### src/hdl/modular_exponentiation_macros.svh
// assertion macros for the modular exponentiation block
`ifndef MODULAR_EXPONENTIATION_MACROS_SVH
`define MODULAR_EXPONENTIATION_MACROS_SVH

// same-cycle implication, checked at every rising clock edge outside reset
`define MODEXP_ASSERT_NOW(label, ante, cons, msg) \
  label: assert property (@(posedge clk) disable iff (rst) (ante) |-> (cons)) \
    else $error(msg);

// next-cycle implication, checked at every rising clock edge outside reset
`define MODEXP_ASSERT_NEXT(label, ante, cons, msg) \
  label: assert property (@(posedge clk) disable iff (rst) (ante) |=> (cons)) \
    else $error(msg);

`endif

### src/hdl/modexp_pkg.sv
// shared types and constants for the modular exponentiation block
`default_nettype none
package modexp_pkg;

  // default datapath width, operands are one bit narrower
  localparam int DEF_WIDTH = 64;

  // controller states
  typedef enum logic [2:0] {
    ST_IDLE,
    ST_REDUCE,
    ST_SQ_LOAD,
    ST_SQ_RUN,
    ST_MB_LOAD,
    ST_MB_RUN,
    ST_NEXT,
    ST_DONE
  } state_t;

  // commands from controller to datapath
  typedef struct packed {
    logic load;
    logic red_step;
    logic red_store;
    logic mul_load;
    logic mul_sel_base;
    logic mul_step;
    logic mul_store;
    logic exp_shift;
  } dp_cmd_t;

  // status from datapath to controller
  typedef struct packed {
    logic mod_zero;
    logic exp_bit;
  } dp_status_t;

endpackage
`default_nettype wire

### src/hdl/modexp_dp.sv
// datapath: operand registers, shared modular double-and-add step, exponent register
`default_nettype none
module modexp_dp
  import modexp_pkg::*;
#(
  parameter int WIDTH = DEF_WIDTH
) (
  input  wire logic             clk,
  input  wire logic             rst,
  input  wire logic [WIDTH-2:0] base,
  input  wire logic [WIDTH-2:0] modulus,
  input  wire logic             exp_we,
  input  wire logic [WIDTH-2:0] exp_data,
  input  wire dp_cmd_t          cmd,
  output dp_status_t            status,
  output logic      [WIDTH-2:0] result,
  output logic                  modulus_error
);

  localparam int OPW = WIDTH - 1;

  logic [OPW-1:0] exponent;
  logic [OPW-1:0] exp_sh;
  logic [OPW-1:0] mod_r;
  logic [OPW-1:0] acc;
  logic [OPW-1:0] mop_a;
  logic [OPW-1:0] mop_b;
  logic [OPW-1:0] base_r;
  logic [OPW-1:0] pow_r;
  logic           mzero;

  logic [WIDTH-1:0] m_ext;
  logic [WIDTH-1:0] dbl;
  logic [WIDTH-1:0] dbl_red;
  logic [OPW-1:0]   addend;
  logic [WIDTH-1:0] sum;
  logic [WIDTH-1:0] sum_red;
  logic [OPW-1:0]   step_val;

  // one step: double (shifting in a dividend bit when reducing), reduce, add, reduce
  always_comb begin
    m_ext    = {1'b0, mod_r};
    dbl      = {acc, cmd.red_step & mop_b[OPW-1]};
    dbl_red  = (dbl >= m_ext) ? (dbl - m_ext) : dbl;
    addend   = (cmd.mul_step && mop_b[OPW-1]) ? mop_a : '0;
    sum      = {1'b0, dbl_red[OPW-1:0]} + {1'b0, addend};
    sum_red  = (sum >= m_ext) ? (sum - m_ext) : sum;
    step_val = sum_red[OPW-1:0];
  end

  // private exponent register
  always_ff @(posedge clk) begin
    if (rst) begin
      exponent <= '0;
    end else if (exp_we) begin
      exponent <= exp_data;
    end
  end

  // operand and accumulator registers
  always_ff @(posedge clk) begin
    if (cmd.load) begin
      mod_r  <= modulus;
      mop_b  <= base;
      acc    <= '0;
      exp_sh <= exponent;
      mzero  <= (modulus == '0);
      pow_r  <= (modulus == OPW'(1)) ? '0 : OPW'(1);
    end
    if (cmd.red_step || cmd.mul_step) begin
      acc   <= step_val;
      mop_b <= {mop_b[OPW-2:0], 1'b0};
    end
    if (cmd.red_store) begin
      base_r <= step_val;
    end
    if (cmd.mul_load) begin
      acc   <= '0;
      mop_a <= cmd.mul_sel_base ? base_r : pow_r;
      mop_b <= pow_r;
    end
    if (cmd.mul_store) begin
      pow_r <= step_val;
    end
    if (cmd.exp_shift) begin
      exp_sh <= {exp_sh[OPW-2:0], 1'b0};
    end
  end

  // status and result
  assign status.mod_zero = (modulus == '0);
  assign status.exp_bit  = exp_sh[OPW-1];
  assign result          = mzero ? '0 : pow_r;
  assign modulus_error   = mzero;

endmodule
`default_nettype wire

### src/hdl/modexp_ctrl.sv
// controller: sequences base reduction and square-and-multiply over the exponent bits
`default_nettype none
module modexp_ctrl
  import modexp_pkg::*;
#(
  parameter int WIDTH = DEF_WIDTH
) (
  input  wire logic       clk,
  input  wire logic       rst,
  input  wire logic       start,
  input  wire dp_status_t status,
  output dp_cmd_t         cmd,
  output logic            busy,
  output logic            done
);

  localparam int OPW = WIDTH - 1;
  localparam int CW  = $clog2(OPW);
  localparam logic [CW-1:0] LAST = CW'(OPW - 1);

  state_t        state, state_next;
  logic [CW-1:0] cnt, cnt_next;
  logic [CW-1:0] ecnt, ecnt_next;

  // state and counter registers
  always_ff @(posedge clk) begin
    if (rst) begin
      state <= ST_IDLE;
      cnt   <= '0;
      ecnt  <= '0;
    end else begin
      state <= state_next;
      cnt   <= cnt_next;
      ecnt  <= ecnt_next;
    end
  end

  // next state and commands
  always_comb begin
    state_next = state;
    cnt_next   = cnt;
    ecnt_next  = ecnt;
    cmd        = '0;
    busy       = 1'b1;
    done       = 1'b0;
    unique case (state)
      ST_IDLE: begin
        busy = 1'b0;
        if (start) begin
          cmd.load   = 1'b1;
          cnt_next   = '0;
          ecnt_next  = '0;
          state_next = status.mod_zero ? ST_DONE : ST_REDUCE;
        end
      end
      ST_REDUCE: begin
        cmd.red_step = 1'b1;
        if (cnt == LAST) begin
          cmd.red_store = 1'b1;
          state_next    = ST_SQ_LOAD;
        end
        cnt_next = (cnt == LAST) ? '0 : cnt + 1'b1;
      end
      ST_SQ_LOAD: begin
        cmd.mul_load = 1'b1;
        state_next   = ST_SQ_RUN;
      end
      ST_SQ_RUN: begin
        cmd.mul_step = 1'b1;
        if (cnt == LAST) begin
          cmd.mul_store = 1'b1;
          state_next    = status.exp_bit ? ST_MB_LOAD : ST_NEXT;
        end
        cnt_next = (cnt == LAST) ? '0 : cnt + 1'b1;
      end
      ST_MB_LOAD: begin
        cmd.mul_load     = 1'b1;
        cmd.mul_sel_base = 1'b1;
        state_next       = ST_MB_RUN;
      end
      ST_MB_RUN: begin
        cmd.mul_step = 1'b1;
        if (cnt == LAST) begin
          cmd.mul_store = 1'b1;
          state_next    = ST_NEXT;
        end
        cnt_next = (cnt == LAST) ? '0 : cnt + 1'b1;
      end
      ST_NEXT: begin
        cmd.exp_shift = 1'b1;
        if (ecnt == LAST) begin
          state_next = ST_DONE;
        end else begin
          ecnt_next  = ecnt + 1'b1;
          state_next = ST_SQ_LOAD;
        end
      end
      ST_DONE: begin
        done       = 1'b1;
        state_next = ST_IDLE;
      end
      default: begin
        state_next = ST_IDLE;
      end
    endcase
  end

endmodule
`default_nettype wire

### src/hdl/modular_exponentiation.sv
// Modular exponentiation, base^exponent mod modulus, W = WIDTH-1 bit operands.
// Base reduction first, then a square for every exponent bit and a multiply for each set bit;
// each runs one modular double-and-add step per cycle over every multiplier bit.
// Zero modulus: result strobe in the cycle after the request is taken.
// One request at a time, busy until done; the next request is taken the cycle after done.
// Synchronous active-high reset clears the controller and the exponent register to 0.
`default_nettype none
`include "modular_exponentiation_macros.svh"
module modular_exponentiation
  import modexp_pkg::*;
#(
  parameter int WIDTH = DEF_WIDTH
) (
  input  wire logic             clk,
  input  wire logic             rst,
  input  wire logic             start,
  output logic                  busy,
  input  wire logic [WIDTH-2:0] base,
  input  wire logic [WIDTH-2:0] modulus,
  output logic                  done,
  output logic      [WIDTH-2:0] result,
  output logic                  modulus_error,
  input  wire logic             cfg_valid,
  output logic                  cfg_ready,
  input  wire logic [WIDTH-2:0] cfg_data
);

  dp_cmd_t    cmd;
  dp_status_t status;

  // configuration is always taken
  assign cfg_ready = 1'b1;

  modexp_ctrl #(
    .WIDTH(WIDTH)
  ) u_ctrl (
    .clk   (clk),
    .rst   (rst),
    .start (start),
    .status(status),
    .cmd   (cmd),
    .busy  (busy),
    .done  (done)
  );

  modexp_dp #(
    .WIDTH(WIDTH)
  ) u_dp (
    .clk          (clk),
    .rst          (rst),
    .base         (base),
    .modulus      (modulus),
    .exp_we       (cfg_valid & cfg_ready),
    .exp_data     (cfg_data),
    .cmd          (cmd),
    .status       (status),
    .result       (result),
    .modulus_error(modulus_error)
  );

  // checks
  `MODEXP_ASSERT_NOW(a_done_busy, done, busy, "result strobe outside a request")
  `MODEXP_ASSERT_NEXT(a_start_busy, start && !busy, busy, "accepted request did not start")
  `MODEXP_ASSERT_NOW(a_err_zero, done && modulus_error, result == '0, "error result not zero")
  `MODEXP_ASSERT_NEXT(a_done_once, done, !done, "result strobe longer than one cycle")

endmodule
`default_nettype wire

### config.mk
export PLATFORM = sky130hd
export DESIGN_NAME = modular_exponentiation
export DESIGN_NICKNAME = d
export VERILOG_FILES = /design/src/hdl/modexp_pkg.sv /design/src/hdl/modexp_dp.sv /design/src/hdl/modexp_ctrl.sv /design/src/hdl/modular_exponentiation.sv
export VERILOG_INCLUDE_DIRS = /design/src /design/src/hdl
export SDC_FILE = /design/constraint.sdc
export NUM_CORES = 1
export LEC_CHECK = 0
export ABC_AREA = 0
export BUFFER_PORTS_ARGS = -buffer_cell sky130_fd_sc_hd__buf_2
export CORE_UTILIZATION = 55
export DETAILED_ROUTE_END_ITERATION = 12
export PLACE_DENSITY_LB_ADDON = 0.08
export SYNTH_ARGS = -nofsm -noshare
export SYNTH_HDL_FRONTEND = slang
export SYNTH_SLANG_ARGS = --single-unit
### constraint.sdc
create_clock -name clk -period 9.43 [get_ports clk]
set_input_delay 0.4715 -clock clk [delete_from_list [all_inputs] [get_ports clk]]
set_output_delay 0.4715 -clock clk [all_outputs]
set_load 0.005 [all_outputs]
; ---- Word-level counts from Yosys, hierarchy flattened
; Cells that the tools add are included.
[totals]
regBits = 520
latch_bits = 0
mem_bits_rw = 0
romBits = 0
output_inout_bits = 67
n_memories = 0
[op_classes]
n_addsub = 5
n_mul = 0
div_mod_pow = 0
order_cmp = 2
eq_ne = 15
n_shift = 0
n_mux = 38
n_bitwise = 1
reduce_logical = 16
[ops]
columns = op, n
row1 = 2-to-1 mux 63 bit, 14
row2 = >= comparator 64 x 63 -> 1 bit, 2
row3 = subtractor 63 bit, 2
row4 = adder 63 x 63 -> 64 bit, 1
row5 = "equality test 63 x 1 -> 1 bit, second input constant", 1
row6 = logical NOT 63 bit, 1
row7 = case mux 3 bit (8 select lines), 1
row8 = case mux 6 bit (2 select lines), 2
row9 = 2-to-1 mux 3 bit, 6
row10 = 2-to-1 mux 6 bit, 3
row11 = "adder 6 x 1 -> 6 bit, second input constant", 2
row12 = "equality test 3 bit, second input constant", 4
row13 = "equality test 6 bit, second input constant", 2
row14 = nonzero test 2 bit, 5
row15 = 2-to-1 mux 1 bit, 9
row16 = "equality test 3 x 2 -> 1 bit, second input constant", 2
row17 = 2-to-1 mux 2 bit, 3
row18 = "!= test 2 x 1 -> 1 bit, second input constant", 3
row19 = "!= test 2 bit, second input constant", 2
row20 = AND reduction 4 bit, 1
row21 = OR reduction 2 bit, 2
row22 = "equality test 3 x 1 -> 1 bit, second input constant", 1
row23 = logical NOT 3 bit, 1
row24 = AND reduction 3 bit, 1
row25 = other kinds (6), 6

; ---- Logic depth before layout (Yosys ltp)
; Gate-level depths: netlist of run 1.
[logic_depth]
depth_word = 10
depth_mapped = 47
ltp_nobuf = 40

; ---- By module
; From an unflattened synthesis of run 1, not the netlist that was laid out.
[unflattened]
cells_unflattened = 3547
area_unflattened_um2 = 33342.0
[modules_own_cells]
columns = module, n_inst, cells_each, area_per_inst_um2
row1 = modexp_dp, 1, 3425, 32371.0
row2 = modexp_ctrl, 1, 120, 959.7
row3 = modular_exponentiation, 1, 2, 11.3

; ---- Worst setup path after synthesis of run 1
; OpenSTA, ideal clock, no wires.
[synth_path]
path_type = reg2reg
start = register u_ctrl.state[0]
end = register u_dp.pow_r[42], data pin
setup_ns = 0.255
arrival_time_ns = 8.121
t_required_ns = 9.175
setup_slack_ns = 1.054
path_stages_with_launch = 44
path_buffers = 6
synth_period_minus_slack_ns = 8.376
path_cell_list = dfxtp_1 -> clkbuf_1 -> clkbuf_1 -> nand2_1 -> or3_1 -> ha_1 -> inv_1 -> fa_1 -> a21oi_1 -> o211ai_1 -> o311ai_0 -> a21oi_1 -> nor2_2 -> o221ai_1 -> o31ai_2 -> a31oi_2 -> buf_2 -> buf_2 -> [... 8 more ...] -> nor3b_2 -> a21oi_2 -> o31ai_4 -> a21oi_2 -> xnor2_1 -> ha_1 -> clkbuf_1 -> and3_1 -> nand2_1 -> nor2_1 -> a21o_1 -> o31ai_1 -> o211ai_1 -> a31oi_2 -> inv_2 -> buf_6 -> mux2_4 -> and2_1
[synth_via]
elab_chain_len = 9
[synth_rtl]
columns = element, line
row1 = "start, declared", modexp_ctrl.sv:21  ; state_t state, state_next;
row2 = "start signal, assigned", modexp_ctrl.sv:32  ; state <= state_next;
row3 = "equality test 3 x 1 -> 1 bit, or another cell as far along", modexp_ctrl.sv:46  ; unique case (state)
row4 = 2-to-1 mux 2 bit or OR reduction 2 bit (tied branches), --
row5 = AND 1 bit or 2-to-1 mux 2 bit (tied branches), --
row6 = "subtractor 63 bit, or another cell as far along", modexp_dp.sv:44  ; dbl_red = (dbl >= m_ext) ? (dbl - m_ext) : dbl;
row7 = "2-to-1 mux 63 bit, on equally long branches", "modexp_dp.sv:44, modexp_dp.sv:45"
row8 = adder 63 x 63 -> 64 bit *, modexp_dp.sv:46  ; sum = {1'b0, dbl_red[OPW-1:0]} + {1'b0, addend};
row9 = subtractor 63 bit or >= comparator 64 x 63 -> 1 bit (tied branches), modexp_dp.sv:47  ; sum_red = (sum >= m_ext) ? (sum - m_ext) : sum;
row10 = 2-to-1 mux 63 bit *, modexp_dp.sv:47
row11 = named net u_dp.sum_red[42], modexp_dp.sv:37  ; logic [WIDTH-1:0] sum_red;
row12 = 2-to-1 mux 63 bit *, modexp_dp.sv:82  ; if (cmd.mul_store) begin
row13 = "end signal, assigned", modexp_dp.sv:68  ; pow_r <= (modulus == OPW'(1)) ? '0 : OPW'(1);
row14 = "end signal, assigned", modexp_dp.sv:83  ; pow_r <= step_val;
row15 = "end, declared", modexp_dp.sv:29  ; logic [OPW-1:0] pow_r;
; The timed path passes the listed nets; every way through them passes the cells marked *.
; A chain may end at the register's enable or synchronous reset.

; ---- Worst setup path after layout of run 1
[layout_path]
start = register u_dp.mod_r[17]
end = register u_dp.pow_r[26], data pin
[layout_via]
elab_chain_len = 6
[layout_rtl]
columns = element, line
row1 = "start, declared", modexp_dp.sv:24  ; logic [OPW-1:0] mod_r;
row2 = "start signal, assigned", modexp_dp.sv:63  ; mod_r <= modulus;
row3 = subtractor 63 bit or >= comparator 64 x 63 -> 1 bit (tied branches), modexp_dp.sv:44
row4 = 2-to-1 mux 63 bit, modexp_dp.sv:44
row5 = adder 63 x 63 -> 64 bit, modexp_dp.sv:46
row6 = subtractor 63 bit or >= comparator 64 x 63 -> 1 bit (tied branches), modexp_dp.sv:47
row7 = 2-to-1 mux 63 bit *, modexp_dp.sv:47
row8 = named net u_dp.sum_red[26], modexp_dp.sv:37
row9 = 2-to-1 mux 63 bit *, modexp_dp.sv:82
; Marks and branches as above.

==> results of run 1 <==
power by group through the flow:
stage	Combinational [mW]	Sequential (mW)	Clock, mW
after CTS	9.49	3.41	2.26
after global placement	9.22	3.44	0
after floorplan	5.79	3.36	0
after detailed placement	9.34	3.45	0
after global routing	10.5	3.45	2.34
final	9.85	3.42	2.24
worst paths after layout:
kind / start / slack (ns) / endpoint / cells past startpoint
worst max-delay path: u_dp.mod_r[17]$_DFFE_PP_ / 0.24 / u_dp.pow_r[26]$_SDFFCE_PN0P_ / 39
worst min-delay path: modulus[60] / 0.03 / u_dp.mod_r[60]$_DFFE_PP_ / 1
worst max register to register: u_dp.mod_r[17]$_DFFE_PP_ / 0.24 / u_dp.pow_r[26]$_SDFFCE_PN0P_ / 39
worst min register to register: u_ctrl.cnt[4]$_SDFFE_PP0P_ / 0.49 / u_ctrl.cnt[4]$_SDFFE_PP0P_ / 1
state kept, by name, summed over array words and instances (netlist names), 63 cells and up:
signal / cells
u_dp.base_r: 63
u_dp.pow_r: 63
u_dp.mop_b: 63
u_dp.mop_a: 63
u_dp.mod_r: 63
u_dp.exponent: 63
u_dp.acc: 63
u_dp.exp_sh: 63
cells by family (layout without fill, tap and decap cells):
| kind of cell | after synthesis | after routing |
|---|---|---|
| other cells | 1 | 3 |
| flops | 520 | 520 |
| mux | 175 | 175 |
| xor+xnor | 177 | 177 |
| simple gates | 1046 | 1046 |
| fa+ha+maj | 196 | 196 |
| compound gates | 950 | 950 |
| buf+inv | 329 | 837 |
area by class of cell:
type                       count  share of cell area
tap                          773              0.0247
timing repair buffer         602               0.103
clock inverter                28              0.0101
sequential                   520               0.363
antenna                        2            0.000128
inverter                     137              0.0132
clock buffer                  70              0.0373
multi-input combinational   2545               0.449
what timing repair did:
action	in CTS	in global routing
resized for setup	4	33
endpoints found under the hold margin	12	0
cloned	1	1
hold buffers	12	0
endpoints found under the setup margin	54	189
setup buffers	1	8
pin swaps	1	7
cell usage in the layout (no fill, tap or decap), drive strengths merged, types with 24 or more instances in the layout:
cell    instances
nor2          372
a21oi         248
nor2b          83
a21o          104
ha            193
clkbuf         71
a211oi         32
nand2         213
o21ai         155
o21bai         47
buf           588
edfxtp        378
inv           141
mux2i          71
a22o          113
and2          121
nand3          53
dfxtp         142
xnor2         107
nor3           40
o21a           24
o22ai          67
a31oi          33
and3           31
xor2           70
nand4          57
mux2          104
per-stage QoR:
stage | hold WS (ns) | cell area (um2) | worst slack, ns | utilization | instances
floorplan | 0.431 | 32900 | 1.05 | - | 3394
global placement | 0.441 | 36900 | 0.0247 | 0.625 | 4554
detailed placement | 0.457 | 36900 | -0.154 | 0.625 | 4554
CTS | 0.000814 | 38900 | 0.0132 | 0.660 | 4666
global route | 0.0143 | 39100 | -0.0747 | 0.663 | 4675
finish | 0.0314 | 39200 | 0.243 | 0.663 | 4677
layer usage:
| layer | up-vias | track usage |
|---|---|---|
| met5 | - | 0 |
| met1 | 14136 | 0.496 |
| met2 | 1402 | 0.588 |
| li1 | 13401 | - |
| met3 | 274 | 0.0504 |
| met4 | 2 | 0.147 |
cells in the mapped netlist, types with 9 or more instances:
cell / count / area, um2
buf_2: 20 / 100
nor3_1: 40 / 200
a21o_1: 104 / 781
nor2_1: 371 / 1390
a211oi_1: 29 / 218
a21oi_1: 245 / 1230
o21a_1: 24 / 180
o21ai_1: 28 / 140
clkbuf_1: 153 / 574
buf_1: 12 / 45.0
nand2b_1: 17 / 106
or2_2: 11 / 68.8
o21bai_1: 47 / 353
o211ai_1: 13 / 97.6
dfxtp_1: 142 / 2840
ha_1: 193 / 2410
inv_1: 135 / 507
nor2b_1: 83 / 519
xnor2_1: 107 / 937
edfxtp_1: 378 / 11400
or3_1: 10 / 62.6
a22o_1: 113 / 990
xor2_1: 70 / 613
mux2i_1: 71 / 711
nand3_1: 53 / 265
o31ai_1: 10 / 75.1
nand2_1: 213 / 800
mux2_2: 96 / 1080
nor4_1: 23 / 144
nand4_1: 57 / 357
and2_1: 121 / 757
o21ai_0: 126 / 631
o22ai_1: 66 / 413
and3_1: 31 / 194
a31oi_1: 28 / 175
a21boi_0: 9 / 67.6
==> impl_metrics.py, run 1 <==
metrics = {
    "critical_path": {
        "path_class": "flip-flop to flip-flop",
        "required_ns": 9.93,
        "cp-end-kind": "flip-flop",
        "worst_path_dominant_cell_family": "compound AO/OA/AOI/OAI gates",
        "worstSetupStartpointType": "flip-flop",
        "cp.arrival_ns": 9.68,
        "crit_path_max_incr_delay_ns": 0.45,
        "cp_slowest_cell": "edfxtp_1",
        "crit_buf_inv": 8,
        "cp_common_cell": "buf_4",
        "worstPathMaxFanout": 28,
    },
    "die": {
        "die_w_um": 247,
        "die_area_um2": 60800,
        "die_y_um": 247,
        "num_io_pins": 260,
        "core-area_um2": 59000,
        "initial_utilization": 0.557,
        "rows": 89,
    },
    "pwr": {
        "power.leakage_nw": 17.0,
        "vdd_drop_max_mv": 0.269,
        "pwr-share-seq": 0.221,
        "p_switching_mw": 6.94,
        "switching_share": 0.448,
        "combinationalPowerShare": 0.635,
        "p_total_mw": 15.5,
        "p_per_area_nw_per_um2": 396,
        "clkPwrFrac": 0.144,
        "cell_internal_pwr_mw": 8.56,
    },
    "route": {
        "drt-met1-wl_mm": 47.4,
        "firstDrtPassIters": 6,
        "drc": 0,
        "num_vias": 29215,
        "ant_nets": 0,
        "drt_iter0_drc": 2712,
        "viasPerCell": 6.25,
        "wl_met2_mm": 52.1,
        "met3_length_mm": 9.18,
        "routed_wl_mm": 114,
        "dr.max_layer_used": "met5",
        "wire_per_inst_um": 24.3,
    },
    "synthesis": {
        "ys_types": 91,
        "synth_area_per_cell_um2": 9.69,
        "mappedNetlistArea_um2": 32900,
        "synth_seq_cells": 520,
        "syn_inst": 3394,
        "synth_top_family_by_area": "compound AO/OA/AOI/OAI gates",
        "synth_xor_area_frac": 0.0471,
        "synth_compound_area_frac": 0.196,
        "synth-adder-area-share": 0.0753,
        "ys.flop_type": "edfxtp_1",
        "yosys.area_share.simple": 0.152,
        "muxShareOfSynthArea": 0.0581,
        "async_reset_ff_frac": 0,
        "synth-edff-count": 378,
        "synth-seq-area-share": 0.432,
        "synth_warnings": 0,
        "synth_nets": 3783,
    },
    "sta": {
        "hold_violations": 0,
        "slew_violations": 0,
        "timing.fmax_ghz": 0.109,
        "worst_slew_pin_slew_ns": 1.22,
        "post-route-period-util": 0.974,
        "fin_crit_ns": 9.19,
        "fin_skew_ns": 0.0594,
        "setup_violations": 0,
        "setup_tns_ns": 0,
        "relSlewSlack": 0.186,
    },
    "job": {
        "maxCapViolCount": 0,
    },
    "global_routing": {
        "grt_overflow": 0,
        "track_usage": 0.366,
        "grt_pass1_wl_mm": 169,
        "grt_pass1_vias": 28470,
        "antenna_found_initial": 4,
        "grt_max_degree": 98,
    },
    "final_layout": {
        "nets": 4247,
        "drive_gt1_frac": 0.222,
        "multi_input_area_um2": 17600,
        "seq_area_um2": 14200,
        "fillCellCount": 4615,
        "areaGrowthSynthToFinish_pct": 19.1,
    },
    "run_status": {
        "status": "complete, no violations",
    },
    "placement": {
        "dp.final_hpwl_mm": 83.5,
        "place.port_buffers": 258,
        "routabilityCongestion": 1.00,
    },
    "clock_network": {
        "cts_buffers": 52,
        "clock_sinks": 520,
        "clock-root-buffer": "clkbuf_16",
        "clock_latency_ns": 0.65,
        "clk_pin_slew_ns": 0.07,
        "clock_path_buffers": 3,
        "h-tree-depth": 2,
        "cts_tree": "yes",
    },
    "min_path": {
        "min_path_type": "primary input to flip-flop",
    },
}
Power figures use the tool's default switching activity.
==> inputs of run 2 (changes only) <==
- CORE_UTILIZATION: 55 -> 45
==> run 2 against run 1 <==
  * Utilization shrank 11 points
  * Non-clock buffer count grew 64
  * Clock-buffer cell count rose by 2
  * Critical path depth grew 4
  * Worst setup slack better by 0.11 ns
  * Global-route usage is 5.9 points lower
  * Sequential share of layout area decreased by 0.61 points
  * Power is 0.49% higher
  * Sequential power hardly changed
  * Die area rose by 22%
  * Clock skew fell by 0.016 ns
  * Routed wire length is 1.9% higher
  * Critical endpoint is now u_dp.pow_r[58]$_SDFFCE_PN0P_
  * Largest cell class unchanged
  * Largest power group unchanged
==> impl_metrics.py, run 2 (synthesized netlist as in run 1, its figures left out) <==
metrics = {
    "run_status": {
        "status": "complete, no violations",
    },
    "placement": {
        "dp.final_hpwl_mm": 88.1,
        "routabilityCongestion": 0.987,
        "place.port_buffers": 258,
    },
    "die": {
        "die_y_um": 272,
        "die_w_um": 272,
        "core-area_um2": 71900,
        "rows": 98,
        "initial_utilization": 0.458,
        "num_io_pins": 260,
        "die_area_um2": 74200,
    },
    "sta": {
        "worst_slew_pin_slew_ns": 1.13,
        "timing.fmax_ghz": 0.110,
        "setup_tns_ns": 0,
        "hold_violations": 0,
        "post-route-period-util": 0.962,
        "slew_violations": 0,
        "fin_skew_ns": 0.0432,
        "setup_violations": 0,
        "relSlewSlack": 0.245,
        "fin_crit_ns": 9.08,
    },
    "final_layout": {
        "final_core_util": 0.554,
        "drive_gt1_frac": 0.237,
        "antenna_cells": 0,
        "fillCellCount": 6539,
        "nets": 4315,
        "final_cell_mix": "buf_4, edfxtp_1, nor2_1",
        "layout_commonest_cell": "buf_4",
        "areaGrowthSynthToFinish_pct": 21.1,
    },
    "critical_path": {
        "path_class": "flip-flop to flip-flop",
        "worstPathMaxFanout": 11,
        "cp.arrival_ns": 9.46,
        "crit_path_max_incr_delay_ns": 0.48,
        "worstSetupStartpointType": "flip-flop",
        "r2r_cells": 43,
        "required_ns": 9.82,
        "cp_common_cell": "buf_4",
        "cp-end-kind": "flip-flop",
        "cp_slowest_cell": "edfxtp_1",
    },
    "pwr": {
        "power.leakage_nw": 17.3,
        "p_per_area_nw_per_um2": 391,
        "vdd_drop_max_mv": 0.200,
    },
    "clock_network": {
        "clk_pin_slew_ns": 0.06,
        "clock-root-buffer": "clkbuf_16",
        "h-tree-depth": 2,
        "clock_latency_ns": 0.65,
        "clock_path_buffers": 3,
        "clock_sinks": 520,
        "cts_tree": "yes",
        "cts_buffers": 56,
    },
    "global_routing": {
        "track_usage": 0.307,
        "grt_pass1_vias": 28669,
        "grt_max_degree": 81,
        "grt_pass1_wl_mm": 174,
        "antenna_found_initial": 3,
        "grt_overflow": 0,
    },
    "route": {
        "viasPerCell": 5.83,
        "drc": 0,
        "wire_per_inst_um": 23.5,
        "routed_wl_mm": 116,
        "ant_nets": 0,
        "firstDrtPassIters": 5,
        "num_vias": 28684,
        "drt_iter0_drc": 2260,
    },
    "min_path": {
        "holdPathStages": 1,
        "min_path_type": "primary input to flip-flop",
    },
    "job": {
        "maxCapViolCount": 0,
    },
}
==> run 2: cell types whose count changed in the layout (fill, tap and decap cells not counted), sizes merged <==
cell         before  now
clkinvlp          3    2
bufbuf            1    0
clkbuf           71   72
buf             588  659
diode             2    0
clkinv           14   24
bufinv            7    5
inv             141  139
dlygate4sd3      12    7
==> run 2: per-stage QoR <==
stage	hold WS, ns	cells	area (um2)	setup slack, ns	total power [mW]
2_1_floorplan	0.431	3394	32900	1.05	9.15
3_3_place_gp	0.456	4802	37600	0.139	13.0
3_5_place_dp	0.467	4802	37600	0.0747	13.1
4_1_cts	0.00375	4914	39600	0.0317	15.4
5_1_grt	0.0206	4923	39800	-0.0566	16.5
6_report	0.0358	4923	39800	0.355	15.6
==> run 2: critical path, delay by kind of cell (launching register included) <==
kind / cells / cell delay [ns]
AO/OA/AOI/OAI: 15 / 2.88
XOR/XNOR: 1 / 0.14
adder cells (fa/ha/maj): 3 / 1.03
buffers and inverters: 13 / 2.17
flip-flops: 1 / 0.48
multiplexers: 2 / 0.44
AND/OR/NAND/NOR: 9 / 1.68
==> run 2: path summary, 6_finish.rpt <==
check	start	end	slack (ns)
setup / recovery	u_dp.mod_r[37]$_DFFE_PP_	u_dp.pow_r[58]$_SDFFCE_PN0P_	0.35
hold / removal	modulus[54]	u_dp.mod_r[54]$_DFFE_PP_	0.04
setup reg to reg	u_dp.mod_r[37]$_DFFE_PP_	u_dp.pow_r[58]$_SDFFCE_PN0P_	0.35
hold reg to reg	u_dp.exp_sh[0]$_SDFFE_PP0P_	u_dp.exp_sh[0]$_SDFFE_PP0P_	0.47
==> run 2: layout make-up <==
cell class / instances / area, um2 / area share
well taps: 950 / 1190 / 0.0299
clock buffers: 72 / 1500 / 0.0377
clock inverters: 33 / 357 / 0.00896
inverters: 137 / 517 / 0.0130
repair buffers: 666 / 4420 / 0.111
flip-flops and latches: 520 / 14200 / 0.356
multi-input cells: 2545 / 17600 / 0.443
==> run 2: routing by layer <==
| layer | share of wire | GRT usage | vias to the layer above |
|---|---|---|---|
| li1 | - | - | 13533 |
| met1 | 0.45 | 0.426 | 13999 |
| met2 | 0.46 | 0.500 | 964 |
| met3 | 0.060 | 0.0404 | 184 |
| met4 | 0.029 | 0.0865 | 4 |
| met5 | 0.00023 | 0 | - |
==> run 2: power breakdown <==
part,total [mW],internal [mW],switching (mW)
combinational,9.92,4.23,5.69
sequential,3.43,3.18,0.252
clock,2.23,1.27,0.961
total,15.6,8.68,6.91
==> run 2: what timing repair did <==
item,CTS,global route
endpoints found under the hold margin,7,0
setup buffers,0,8
gates resized for setup,2,39
setup endpoints to repair,11,189
pin swaps,0,8
gates cloned,0,1
hold buffers,7,0
